<file path="src/dqpc_pkg.sv">
// shared constants and types for the dual quadrature people counter
// used by dqpc_door and dual_quadrature_people_counter; no dependencies
package dqpc_pkg;

	// default widths and reset value
	localparam int COUNT_WIDTH_DFLT  = 16;
	localparam int SAMPLE_WIDTH_DFLT = 10;
	localparam int THRESHOLD_RESET   = 400;

	typedef logic [1:0] phase_t;

	// quadrature phase codes
	localparam phase_t PH_BOTH_DARK   = 2'd0;
	localparam phase_t PH_SECOND_DARK = 2'd1;
	localparam phase_t PH_NONE_DARK   = 2'd2;
	localparam phase_t PH_FIRST_DARK  = 2'd3;

	// phase difference codes, new minus old mod 4
	localparam phase_t DIFF_FWD  = 2'd1;
	localparam phase_t DIFF_BACK = 2'd3;

endpackage

</file>
<file path="src/dual_quadrature_people_counter.sv">
// Dual quadrature people counter. Each request on the input stream carries four light samples,
// two per door; a sample below dark_threshold is dark, and each door's pair of dark bits
// forms a quadrature phase whose forward and backward steps move that door's saturating edge
// count. Each result holds both counts and the sum of each count divided by four toward zero.
// One request is taken every clock cycle while the sink takes results; a result passes through
// the input register and then the result register before it appears on the output,
// and the counts are updated in the same single cycle that loads the result register. A
// result held back by the sink stalls the input once the input register is also full.
// Write dark_threshold only while idle.
// Depends on dqpc_pkg and dqpc_door.
module dual_quadrature_people_counter #(
	parameter int COUNT_WIDTH  = dqpc_pkg::COUNT_WIDTH_DFLT,
	parameter int SAMPLE_WIDTH = dqpc_pkg::SAMPLE_WIDTH_DFLT
) (
	input  logic clk,
	input  logic arst_n,
	input  logic                          s_axis_tvalid,
	output logic                          s_axis_tready,
	// sample_a1, sample_a2, sample_b1, sample_b2, zero fill
	input  logic [((4*SAMPLE_WIDTH+7)/8)*8-1:0]  s_axis_tdata,
	output logic                          m_axis_tvalid,
	input  logic                          m_axis_tready,
	// total_persons, edge_count_a, edge_count_b, zero fill
	output logic [((3*COUNT_WIDTH-1+7)/8)*8-1:0] m_axis_tdata,
	input  logic                          cfg_valid,
	output logic                          cfg_ready,
	input  logic [SAMPLE_WIDTH-1:0]       cfg_data
);

	localparam int OUT_TDATA_W = ((3*COUNT_WIDTH-1+7)/8)*8;
	localparam int TOTAL_W     = COUNT_WIDTH - 1;
	localparam int QUOT_W      = COUNT_WIDTH - 2;

	logic [SAMPLE_WIDTH-1:0] thr_q;

	logic                    valid_s1;
	logic [SAMPLE_WIDTH-1:0] sa1_s1;
	logic [SAMPLE_WIDTH-1:0] sa2_s1;
	logic [SAMPLE_WIDTH-1:0] sb1_s1;
	logic [SAMPLE_WIDTH-1:0] sb2_s1;

	dqpc_pkg::phase_t              phase_a_q;
	dqpc_pkg::phase_t              phase_b_q;
	logic                          known_q;
	logic signed [COUNT_WIDTH-1:0] count_a_q;
	logic signed [COUNT_WIDTH-1:0] count_b_q;

	logic                          valid_s2;
	logic signed [TOTAL_W-1:0]     total_s2;
	logic signed [COUNT_WIDTH-1:0] count_a_s2;
	logic signed [COUNT_WIDTH-1:0] count_b_s2;

	dqpc_pkg::phase_t              phase_a_nx;
	dqpc_pkg::phase_t              phase_b_nx;
	logic signed [COUNT_WIDTH-1:0] step_a;
	logic signed [COUNT_WIDTH-1:0] step_b;
	logic signed [COUNT_WIDTH-1:0] clr_a;
	logic signed [COUNT_WIDTH-1:0] clr_b;
	logic signed [COUNT_WIDTH-1:0] adj_a;
	logic signed [COUNT_WIDTH-1:0] adj_b;
	logic signed [QUOT_W-1:0]      quot_a;
	logic signed [QUOT_W-1:0]      quot_b;
	logic signed [TOTAL_W-1:0]     total;

	logic in_fire;
	logic adv;

	assign adv           = valid_s1 && (!valid_s2 || m_axis_tready);
	assign s_axis_tready = !valid_s1 || adv;
	assign in_fire       = s_axis_tvalid && s_axis_tready;
	assign cfg_ready     = 1'b1;

	dqpc_door #(.COUNT_WIDTH(COUNT_WIDTH), .SAMPLE_WIDTH(SAMPLE_WIDTH)) u_door_a (
		.sample1     (sa1_s1),
		.sample2     (sa2_s1),
		.threshold   (thr_q),
		.phase_old   (phase_a_q),
		.phase_known (known_q),
		.count_old   (count_a_q),
		.phase_new   (phase_a_nx),
		.count_new   (step_a)
	);

	dqpc_door #(.COUNT_WIDTH(COUNT_WIDTH), .SAMPLE_WIDTH(SAMPLE_WIDTH)) u_door_b (
		.sample1     (sb1_s1),
		.sample2     (sb2_s1),
		.threshold   (thr_q),
		.phase_old   (phase_b_q),
		.phase_known (known_q),
		.count_old   (count_b_q),
		.phase_new   (phase_b_nx),
		.count_new   (step_b)
	);

	// negative count clearing, door a first, then door b against the updated a
	always_comb begin
		clr_a = step_a;
		if (step_a < 0 && step_b <= 0) begin
			clr_a = '0;
		end
		clr_b = step_b;
		if (step_b < 0 && clr_a <= 0) begin
			clr_b = '0;
		end
	end

	// divide by four toward zero: bias negatives by three, then drop two bits
	assign adj_a  = clr_a + COUNT_WIDTH'({clr_a[COUNT_WIDTH-1], clr_a[COUNT_WIDTH-1]});
	assign adj_b  = clr_b + COUNT_WIDTH'({clr_b[COUNT_WIDTH-1], clr_b[COUNT_WIDTH-1]});
	assign quot_a = adj_a[COUNT_WIDTH-1:2];
	assign quot_b = adj_b[COUNT_WIDTH-1:2];
	assign total  = TOTAL_W'(quot_a) + TOTAL_W'(quot_b);

	always_ff @(posedge clk or negedge arst_n) begin
		if (!arst_n) begin
			thr_q <= SAMPLE_WIDTH'(dqpc_pkg::THRESHOLD_RESET);
		end else if (cfg_valid) begin
			thr_q <= cfg_data;
		end
	end

	always_ff @(posedge clk or negedge arst_n) begin
		if (!arst_n) begin
			valid_s1 <= 1'b0;
		end else if (in_fire) begin
			valid_s1 <= 1'b1;
		end else if (adv) begin
			valid_s1 <= 1'b0;
		end
	end

	always_ff @(posedge clk) begin
		if (in_fire) begin
			sa1_s1 <= s_axis_tdata[SAMPLE_WIDTH-1:0];
			sa2_s1 <= s_axis_tdata[2*SAMPLE_WIDTH-1:SAMPLE_WIDTH];
			sb1_s1 <= s_axis_tdata[3*SAMPLE_WIDTH-1:2*SAMPLE_WIDTH];
			sb2_s1 <= s_axis_tdata[4*SAMPLE_WIDTH-1:3*SAMPLE_WIDTH];
		end
	end

	always_ff @(posedge clk or negedge arst_n) begin
		if (!arst_n) begin
			phase_a_q <= dqpc_pkg::PH_BOTH_DARK;
			phase_b_q <= dqpc_pkg::PH_BOTH_DARK;
			known_q   <= 1'b0;
			count_a_q <= '0;
			count_b_q <= '0;
			valid_s2  <= 1'b0;
		end else begin
			if (adv) begin
				phase_a_q <= phase_a_nx;
				phase_b_q <= phase_b_nx;
				known_q   <= 1'b1;
				count_a_q <= clr_a;
				count_b_q <= clr_b;
				valid_s2  <= 1'b1;
			end else if (m_axis_tready) begin
				valid_s2  <= 1'b0;
			end
		end
	end

	always_ff @(posedge clk) begin
		if (adv) begin
			total_s2   <= total;
			count_a_s2 <= clr_a;
			count_b_s2 <= clr_b;
		end
	end

	assign m_axis_tvalid = valid_s2;
	assign m_axis_tdata  = OUT_TDATA_W'({count_b_s2, count_a_s2, total_s2});

endmodule

</file>
<file path="src/dqpc_door.sv">
// one door: decode two light samples into a quadrature phase and step the edge count
// uses dqpc_pkg
module dqpc_door #(
	parameter int COUNT_WIDTH  = dqpc_pkg::COUNT_WIDTH_DFLT,
	parameter int SAMPLE_WIDTH = dqpc_pkg::SAMPLE_WIDTH_DFLT
) (
	input  logic [SAMPLE_WIDTH-1:0]       sample1,
	input  logic [SAMPLE_WIDTH-1:0]       sample2,
	input  logic [SAMPLE_WIDTH-1:0]       threshold,
	input  dqpc_pkg::phase_t              phase_old,
	input  logic                          phase_known,
	input  logic signed [COUNT_WIDTH-1:0] count_old,
	output dqpc_pkg::phase_t              phase_new,
	output logic signed [COUNT_WIDTH-1:0] count_new
);

	localparam logic signed [COUNT_WIDTH-1:0] CNT_MAX = {1'b0, {(COUNT_WIDTH-1){1'b1}}};
	localparam logic signed [COUNT_WIDTH-1:0] CNT_MIN = {1'b1, {(COUNT_WIDTH-1){1'b0}}};

	logic             dark1;
	logic             dark2;
	dqpc_pkg::phase_t diff;

	assign dark1 = sample1 < threshold;
	assign dark2 = sample2 < threshold;

	always_comb begin
		case ({dark1, dark2})
			2'b11:   phase_new = dqpc_pkg::PH_BOTH_DARK;
			2'b01:   phase_new = dqpc_pkg::PH_SECOND_DARK;
			2'b00:   phase_new = dqpc_pkg::PH_NONE_DARK;
			2'b10:   phase_new = dqpc_pkg::PH_FIRST_DARK;
			default: phase_new = dqpc_pkg::PH_NONE_DARK;
		endcase
	end

	assign diff = phase_new - phase_old;

	// saturating up/down step, nothing happens before the first phase is seen
	always_comb begin
		count_new = count_old;
		if (phase_known) begin
			if (diff == dqpc_pkg::DIFF_FWD && count_old != CNT_MAX) begin
				count_new = count_old + COUNT_WIDTH'(1);
			end else if (diff == dqpc_pkg::DIFF_BACK && count_old != CNT_MIN) begin
				count_new = count_old - COUNT_WIDTH'(1);
			end
		end
	end

endmodule
</file>
<file path="config.mk">
export PLATFORM = sky130hd
export DESIGN_NAME = dual_quadrature_people_counter
export DESIGN_NICKNAME = d
export VERILOG_FILES = /design/src/dqpc_pkg.sv /design/src/dual_quadrature_people_counter.sv /design/src/dqpc_door.sv
export SDC_FILE = /design/constraint.sdc
export NUM_CORES = 1
export LEC_CHECK = 0
export BUFFER_PORTS_ARGS = -buffer_cell sky130_fd_sc_hd__buf_2
export CAP_MARGIN = 20
export CORE_MARGIN = 5
export CORE_UTILIZATION = 54
export CTS_CLUSTER_DIAMETER = 120
export DETAILED_ROUTE_END_ITERATION = 7
export PLACE_DENSITY = 0.82
export SYNTH_ARGS = -nofsm -noshare
export SYNTH_HDL_FRONTEND = slang
export SYNTH_SLANG_ARGS = --single-unit
</file>
<file path="constraint.sdc">
create_clock -name clk -period 8.85 [get_ports clk]
set_input_delay 1.3275 -clock clk [delete_from_list [all_inputs] [get_ports clk]]
set_output_delay 1.3275 -clock clk [all_outputs]
set_load 0.02 [all_outputs]
</file>
==> results of run 1 <==
[through the flow]
step / util / area (um^2) / power [W] / hold slack, ns / cells
after detailed placement: 0.605 / 10400 / 0.00296 / 0.487 / 1283
after CTS: 0.642 / 11000 / 0.00370 / 0.514 / 1317
after global routing: 0.663 / 11400 / 0.00412 / 0.531 / 1333
after global placement: 0.605 / 10400 / 0.00293 / 0.478 / 1283
after floorplan: - / 9340 / 0.00233 / 0.455 / 936
final: 0.663 / 11400 / 0.00391 / 0.512 / 1333
[placed cells by master (no fill, tap or decap), drive strengths merged, types with 11 or more instances in the layout]
master,instances
a21o,27
a21oi,29
a31oi,11
and3,11
buf,183
clkbuf,17
dfrtp,46
edfxtp,87
ha,58
inv,60
mux2i,15
nand2,88
nand3,38
nand4,19
nor2,75
nor3,28
nor4,19
o21ai,52
o31ai,21
xnor2,41
xor2,17
[power breakdown]
| part | total, W | internal (W) | leakage [nW] | switching, W |
|---|---|---|---|---|
| combinational | 0.00212 | 0.000874 | 2.99 | 0.00124 |
| clock | 0.000716 | 0.000381 | 0.294 | 0.000335 |
| sequential | 0.00108 | 0.000895 | 1.45 | 0.000183 |
[synth_stat cells, types with 7 or more instances]
| cell type | n |
|---|---|
| sky130_fd_sc_hd__a21o_1 | 24 |
| sky130_fd_sc_hd__a21oi_1 | 28 |
| sky130_fd_sc_hd__a31oi_1 | 9 |
| sky130_fd_sc_hd__and2_1 | 7 |
| sky130_fd_sc_hd__and3_1 | 11 |
| sky130_fd_sc_hd__buf_2 | 9 |
| sky130_fd_sc_hd__clkbuf_1 | 21 |
| sky130_fd_sc_hd__dfrtp_1 | 46 |
| sky130_fd_sc_hd__edfxtp_1 | 87 |
| sky130_fd_sc_hd__ha_1 | 58 |
| sky130_fd_sc_hd__inv_1 | 51 |
| sky130_fd_sc_hd__mux2_2 | 7 |
| sky130_fd_sc_hd__mux2i_1 | 15 |
| sky130_fd_sc_hd__nand2_1 | 86 |
| sky130_fd_sc_hd__nand2b_1 | 9 |
| sky130_fd_sc_hd__nand3_1 | 38 |
| sky130_fd_sc_hd__nand4_1 | 16 |
| sky130_fd_sc_hd__nor2_1 | 71 |
| sky130_fd_sc_hd__nor3_1 | 25 |
| sky130_fd_sc_hd__nor4_1 | 13 |
| sky130_fd_sc_hd__o21ai_0 | 46 |
| sky130_fd_sc_hd__o22ai_1 | 9 |
| sky130_fd_sc_hd__o31ai_1 | 19 |
| sky130_fd_sc_hd__or2_2 | 8 |
| sky130_fd_sc_hd__xnor2_1 | 40 |
| sky130_fd_sc_hd__xor2_1 | 16 |
[state kept, by name, summed over array words and instances, names as in the netlist, 2 cells and up]
register / flops
phase_a_q: 2
phase_b_q: 2
count_a_s2: 16
count_b_q: 16
sb2_s1: 10
total_s2: 15
count_b_s2: 16
count_a_q: 16
sb1_s1: 10
sa2_s1: 10
thr_q: 10
sa1_s1: 10
[cell families (layout without fill, tap and decap cells)]
logic type | count (synthesis) | in the layout | synth area share
DFF | 136 | 136 | 0.413
muxes | 23 | 23 | 0.0262
and+or+nand+nor | 343 | 343 | 0.201
adders and majority gates | 59 | 59 | 0.0801
AOI/OAI and AO/OA | 220 | 221 | 0.175
buffers and inverters | 95 | 266 | 0.0472
other | 2 | 2 | 0.000807
xor gates and xnor gates | 58 | 58 | 0.0574
[cell type report]
cell class	count	area share
clock buffers	17	0.0375
repair buffers	183	0.0983
well taps	225	0.0248
flip-flops and latches	136	0.338
multi-input cells	706	0.469
inverters	51	0.0169
clock inverters	15	0.0153
[layer usage]
metal / track usage / vias to the layer above
met4: 0.0943 / 0
met3: 0.0519 / 67
met1: 0.344 / 3946
li1: - / 3802
met2: 0.413 / 388
met5: 0 / -
[worst paths after layout]
kind | start | end | slack (ns) | cells past startpoint
min in group asynchronous | arst_n | count_a_q[10] | 1.00 | 2
max in group asynchronous | arst_n | count_b_q[12] | 7.38 | 2
worst max register to register | thr_q[1] | total_s2[14] | 0.30 | 44
worst max-delay path | thr_q[1] | total_s2[14] | 0.30 | 44
worst min-delay path | phase_b_q[1] | phase_b_q[1] | 0.51 | 2
worst min register to register | phase_b_q[1] | phase_b_q[1] | 0.51 | 2
[worst max-delay path: cells and delay by family (launching register included)]
kind,cells,cell delay [ns]
AO/OA/AOI/OAI,25,4.57
XOR/XNOR,1,0.19
adder cells (fa/ha/maj),4,1.06
buffers and inverters,3,0.41
flip-flops,1,0.36
multiplexers,2,0.58
AND/OR/NAND/NOR,9,1.22
[timing repair]
| item | in CTS | in global routing |
|---|---|---|
| gates resized for setup | 6 | 50 |
| pin swaps | 2 | 31 |
| endpoints found under the hold margin | 0 | 0 |
| buffers inserted | 2 | 15 |
| setup endpoints to repair | 3 | 8 |
| cloned | 0 | 1 |
==> metrics.txt, run 1 <==
# TYPE chip_impl_metric gauge
chip_impl_metric{name="area_taken_by_multi_input_logic_gates",unit="mm^2"} 0.00532
chip_impl_metric{name="port-buffer-count",unit=""} 103
chip_impl_metric{name="average_instance_area_after_synthesis",unit="um^2"} 9.94
chip_impl_metric{name="synth.ff_latch_count",unit=""} 136
chip_impl_info{name="top_signal_layer_used",value="met4"} 1
chip_impl_metric{name="ir_drop",unit="mV"} 0.218
chip_impl_info{name="tritoncts_clock_tree",value="done"} 1
chip_impl_metric{name="pin_count_of_the_biggest_net_entering_global_routing",unit=""} 59
chip_impl_info{name="outcome",value="finished, final reports clean"} 1
chip_impl_metric{name="hold_buffers",unit=""} 0
chip_impl_metric{name="start_util",unit=""} 0.544
chip_impl_info{name="worst-setup-path-type",value="register to register"} 1
chip_impl_metric{name="antennaDiodeCount",unit=""} 0
chip_impl_metric{name="die_y",unit="um"} 141
chip_impl_metric{name="cp_data_arrival_time",unit="ns"} 8.85
chip_impl_metric{name="met3_length",unit="um"} 1890
chip_impl_metric{name="gp_congestion",unit=""} 0.961
chip_impl_metric{name="slew_violations",unit=""} 0
chip_impl_info{name="synth_top_flop_cell",value="sky130_fd_sc_hd__edfxtp_1"} 1
chip_impl_info{name="synth.top_cells.by_area",value="sky130_fd_sc_hd__edfxtp_1, sky130_fd_sc_hd__dfrtp_1, sky130_fd_sc_hd__ha_1"} 1
chip_impl_metric{name="first_global_vias",unit=""} 7838
chip_impl_metric{name="total_number_of_vias",unit=""} 8203
chip_impl_metric{name="io_pins",unit=""} 106
chip_impl_metric{name="synth-edff-count",unit=""} 87
chip_impl_metric{name="layout-drive-gt1-share",unit=""} 0.289
chip_impl_metric{name="route.detailed.drc",unit=""} 0
chip_impl_metric{name="die-width",unit="um"} 141
chip_impl_metric{name="total_standard_cell_area_after_synthesis",unit="mm^2"} 0.00931
chip_impl_metric{name="fillers",unit=""} 1315
chip_impl_metric{name="dp_slack",unit="ns"} -0.111
chip_impl_metric{name="syn_inst",unit=""} 936
chip_impl_metric{name="fmax",unit="MHz"} 117
chip_impl_metric{name="synth_warnings",unit=""} 0
chip_impl_metric{name="final-hold-violation-count",unit=""} 0
chip_impl_metric{name="clock_insertion_delay_worst_skew",unit="ns"} 0.44
chip_impl_metric{name="track_usage",unit=""} 0.256
chip_impl_metric{name="timing.final.crit_period",unit="ns"} 8.55
chip_impl_info{name="holdCritPathClass",value="register to register"} 1
chip_impl_info{name="crit_path_start_kind",value="register"} 1
chip_impl_metric{name="nNetsFinal",unit=""} 1209
chip_impl_metric{name="detail_route.iter0.violations",unit=""} 878
chip_impl_metric{name="report.final.setup_viol",unit=""} 0
chip_impl_metric{name="detail_route.wirelength",unit="um"} 26100
chip_impl_metric{name="synthDominantCellAreaShare",unit=""} 0.281
chip_impl_metric{name="p_leak",unit="nW"} 4.73
chip_impl_info{name="cts_root_buffer",value="sky130_fd_sc_hd__clkbuf_16"} 1
chip_impl_metric{name="final_critical_path_setup_slack",unit="ns"} 0.300
chip_impl_metric{name="critical_path_peak_fanout",unit=""} 6
chip_impl_metric{name="met2RoutedLength",unit="um"} 12800
chip_impl_metric{name="globalRoute.totalOverflow",unit=""} 0
chip_impl_metric{name="largest_stage_delay_worst_path",unit="ns"} 0.36
chip_impl_metric{name="layout.area.seq",unit="mm^2"} 0.00384
chip_impl_metric{name="synth-seq-area-share",unit=""} 0.413
chip_impl_info{name="nature_of_the_critical_path_endpoint",value="register"} 1
chip_impl_metric{name="first_pass_grt_wire_length",unit="um"} 40600
chip_impl_metric{name="number_of_nets_with_antenna_violations_after_routing",unit=""} 0
chip_impl_metric{name="timing_worst_slew_pin_value",unit="ns"} 0.871
chip_impl_metric{name="powerDensity",unit="mW/mm^2"} 344
chip_impl_metric{name="vias_per_cell",unit=""} 6.15
chip_impl_metric{name="fin_skew",unit="ns"} 0.0131
chip_impl_metric{name="h_tree_depth",unit=""} 4
chip_impl_metric{name="synthDistinctLibCells",unit=""} 111
chip_impl_metric{name="cts_made_buffers",unit=""} 17
chip_impl_metric{name="worst_slew_margin_rel",unit=""} 0.419
chip_impl_metric{name="placeableCoreArea",unit="mm^2"} 0.0171
chip_impl_metric{name="wl_met1",unit="um"} 10800
chip_impl_info{name="path_common_cell",value="sky130_fd_sc_hd__a21o_1"} 1
chip_impl_metric{name="design.die.area",unit="mm^2"} 0.0200
chip_impl_metric{name="tns",unit="ns"} 0
chip_impl_metric{name="wl_per_cell",unit="um"} 19.6
chip_impl_info{name="crit_path_top_delay_cell",value="sky130_fd_sc_hd__dfrtp_1"} 1
chip_impl_metric{name="cts.reportedPaths.clkPinSlew",unit="ns"} 0.07
chip_impl_metric{name="clock_tree.buffer_depth",unit=""} 2
chip_impl_metric{name="synthToLayoutAreaGrowth",unit="%"} 22.0
chip_impl_metric{name="final_min_period_over_clock_period",unit=""} 0.966
chip_impl_metric{name="dr.pass1.iters",unit=""} 6
chip_impl_metric{name="clock_sinks",unit=""} 136
chip_impl_metric{name="synthArstFlopShare",unit=""} 0.360
chip_impl_metric{name="maxCapViolations",unit=""} 0
chip_impl_metric{name="cp.required",unit="ns"} 9.15
chip_impl_info{name="synth.largest_area_cell",value="sky130_fd_sc_hd__edfxtp_1"} 1
chip_impl_metric{name="dp_hpwl",unit="um"} 18500
chip_impl_metric{name="rows",unit=""} 48
chip_impl_metric{name="synth_fp_nets",unit=""} 1050
chip_impl_metric{name="grt_antenna_before_repair",unit=""} 0
Power figures use the tool's default switching activity.
==> run 2: changes to the inputs <==
--- a/config.mk
+++ b/config.mk
@@ -11,7 +11,7 @@
 export CORE_UTILIZATION = 54
 export CTS_CLUSTER_DIAMETER = 120
 export DETAILED_ROUTE_END_ITERATION = 7
-export PLACE_DENSITY = 0.82
+export PLACE_DENSITY = 0.77
 export SYNTH_ARGS = -nofsm -noshare
 export SYNTH_HDL_FRONTEND = slang
 export SYNTH_SLANG_ARGS = --single-unit
==> metrics.txt, run 2 (synthesis results as in run 1) <==
# TYPE chip_impl_metric gauge
chip_impl_info{name="outcome",value="finished, final reports clean"} 1
chip_impl_metric{name="grt_antenna_before_repair",unit=""} 0
chip_impl_metric{name="cts_made_buffers",unit=""} 17
chip_impl_metric{name="wl_per_cell",unit="um"} 18.7
chip_impl_metric{name="cp_data_arrival_time",unit="ns"} 8.75
chip_impl_metric{name="final_min_period_over_clock_period",unit=""} 0.968
chip_impl_info{name="mostFrequentLayoutCells",value="sky130_fd_sc_hd__buf_2, sky130_fd_sc_hd__edfxtp_1, sky130_fd_sc_hd__nand2_1"} 1
chip_impl_info{name="r2r_start",value="thr_q[1]"} 1
chip_impl_metric{name="p_leak",unit="nW"} 4.75
chip_impl_metric{name="gp_congestion",unit=""} 0.952
chip_impl_metric{name="fin_skew",unit="ns"} 0.0112
chip_impl_metric{name="antennaDiodeCount",unit=""} 0
chip_impl_metric{name="synthToLayoutAreaGrowth",unit="%"} 23.4
chip_impl_metric{name="largest_stage_delay_worst_path",unit="ns"} 0.53
chip_impl_metric{name="cts.reportedPaths.clkPinSlew",unit="ns"} 0.07
chip_impl_metric{name="finalHoldWorstSlack",unit="ns"} 0.489
chip_impl_metric{name="start_util",unit=""} 0.544
chip_impl_metric{name="pin_count_of_the_biggest_net_entering_global_routing",unit=""} 59
chip_impl_metric{name="placeableCoreArea",unit="mm^2"} 0.0171
chip_impl_metric{name="total_number_of_vias",unit=""} 8021
chip_impl_metric{name="vias_per_cell",unit=""} 6.01
chip_impl_metric{name="number_of_nets_with_antenna_violations_after_routing",unit=""} 0
chip_impl_metric{name="layout.area.seq",unit="mm^2"} 0.00384
chip_impl_metric{name="clock_sinks",unit=""} 136
chip_impl_metric{name="dp.cells",unit=""} 1280
chip_impl_metric{name="area_taken_by_multi_input_logic_gates",unit="mm^2"} 0.00540
chip_impl_metric{name="port-buffer-count",unit=""} 103
chip_impl_metric{name="first_pass_grt_wire_length",unit="um"} 39300
chip_impl_metric{name="timing.final.crit_period",unit="ns"} 8.57
chip_impl_metric{name="layout-drive-gt1-share",unit=""} 0.297
chip_impl_metric{name="dp_hpwl",unit="um"} 17900
chip_impl_info{name="final_common_cell",value="sky130_fd_sc_hd__buf_2"} 1
chip_impl_metric{name="r2r_setup_slack",unit="ns"} 0.28
chip_impl_metric{name="ir_drop",unit="mV"} 0.202
chip_impl_metric{name="hold_buffers",unit=""} 0
chip_impl_metric{name="finalNonFillerCells",unit=""} 1335
chip_impl_info{name="timing.hold.worst_endpoint",value="m_axis_tvalid"} 1
chip_impl_info{name="crit_path_top_delay_cell",value="sky130_fd_sc_hd__or4_4"} 1
chip_impl_metric{name="clock_tree.buffer_depth",unit=""} 2
chip_impl_metric{name="final-hold-violation-count",unit=""} 0
chip_impl_metric{name="clock_insertion_delay_worst_skew",unit="ns"} 0.43
chip_impl_info{name="crit_path_start_kind",value="register"} 1
chip_impl_metric{name="fillers",unit=""} 1310
chip_impl_metric{name="globalRoute.totalOverflow",unit=""} 0
chip_impl_metric{name="route.detailed.drc",unit=""} 0
chip_impl_info{name="worst_path_dominant_cell_family",value="compound AO/OA/AOI/OAI gates"} 1
chip_impl_info{name="hold_path.startpoint",value="valid_s1"} 1
chip_impl_info{name="path_common_cell",value="sky130_fd_sc_hd__a21o_1"} 1
chip_impl_info{name="nature_of_the_critical_path_endpoint",value="register"} 1
chip_impl_info{name="holdCritPathClass",value="register to register"} 1
chip_impl_metric{name="maxCapViolations",unit=""} 0
chip_impl_metric{name="r2r_cells",unit=""} 43
chip_impl_info{name="rr_endpoint",value="total_s2[14]"} 1
chip_impl_metric{name="critical_path_peak_fanout",unit=""} 4
chip_impl_metric{name="design.die.area",unit="mm^2"} 0.0200
chip_impl_metric{name="die_y",unit="um"} 141
chip_impl_metric{name="detail_route.iter0.violations",unit=""} 628
chip_impl_metric{name="slew_violations",unit=""} 0
chip_impl_metric{name="report.final.setup_viol",unit=""} 0
chip_impl_info{name="tritoncts_clock_tree",value="done"} 1
chip_impl_metric{name="first_global_vias",unit=""} 7578
chip_impl_metric{name="rows",unit=""} 48
chip_impl_info{name="worst-setup-path-type",value="register to register"} 1
chip_impl_metric{name="io_pins",unit=""} 106
chip_impl_metric{name="worst_path_bufs_invs",unit=""} 2
chip_impl_info{name="cts_root_buffer",value="sky130_fd_sc_hd__clkbuf_16"} 1
chip_impl_metric{name="die-width",unit="um"} 141
chip_impl_metric{name="timing_worst_slew_pin_value",unit="ns"} 0.872
chip_impl_metric{name="nNetsFinal",unit=""} 1211
chip_impl_metric{name="worst_slew_margin_rel",unit=""} 0.418
chip_impl_metric{name="powerDensity",unit="mW/mm^2"} 342
chip_impl_metric{name="dr.pass1.iters",unit=""} 5
chip_impl_metric{name="track_usage",unit=""} 0.245
chip_impl_metric{name="h_tree_depth",unit=""} 4
chip_impl_metric{name="holdPathStages",unit=""} 1
chip_impl_metric{name="cp.required",unit="ns"} 9.03
chip_impl_metric{name="fmax",unit="MHz"} 117
chip_impl_metric{name="detail_route.wirelength",unit="um"} 25000
==> run 2: worst max-delay path by stage <==
stage | from | end | cells after the start
global route | thr_q[1] | total_s2[14] | 46
detailed placement | thr_q[1] | total_s2[14] | 44
finish | thr_q[1] | total_s2[14] | 43
CTS | thr_q[1] | total_s2[14] | 44
floorplan | thr_q[1] | total_s2[13] | 44
global placement | thr_q[1] | total_s2[14] | 43
==> run 2: metrics by stage <==
step | setup TNS, ns | total power (W) | utilization | setup slack [ns] | instance area (um^2)
2_1_floorplan | 0 | 0.00233 | - | 0.0298 | 9340
3_3_place_gp | 0 | 0.00291 | 0.605 | 0.0780 | 10400
3_5_place_dp | -0.311 | 0.00292 | 0.605 | -0.183 | 10400
4_1_cts | -0.00987 | 0.00366 | 0.640 | -0.00987 | 11000
5_1_grt | -0.139 | 0.00415 | 0.671 | -0.0677 | 11500
6_report | 0 | 0.00393 | 0.671 | 0.282 | 11500
==> run 2: final cells by class <==
class	count	share of cell area
clock buffers	17	0.0370
clock inverters	15	0.0135
inverters	51	0.0167
multi-input cells	705	0.470
flip-flops and latches	136	0.335
well taps	225	0.0245
repair buffers	186	0.104
==> run 2: routing by layer <==
metal / track usage / up-vias / part of all wire
li1: - / 3803 / -
met1: 0.343 / 3792 / 0.43
met2: 0.386 / 377 / 0.47
met3: 0.0465 / 49 / 0.077
met4: 0.0790 / 0 / 0.022
met5: 0 / - / 0
==> run 2: where the power goes <==
group          total, W  switching [W]  internal [W]
sequential      0.00107       0.000179      0.000895
clock          0.000713       0.000315      0.000399
combinational   0.00214        0.00122      0.000916
==> run 2: repair_timing <==
item                                    in CTS  in global routing
cloned                                       0                  2
resized for setup                            6                 64
pin swaps                                    2                 45
endpoints found under the setup margin       4                  7
endpoints found under the hold margin        0                  0
buffers inserted                             1                 20
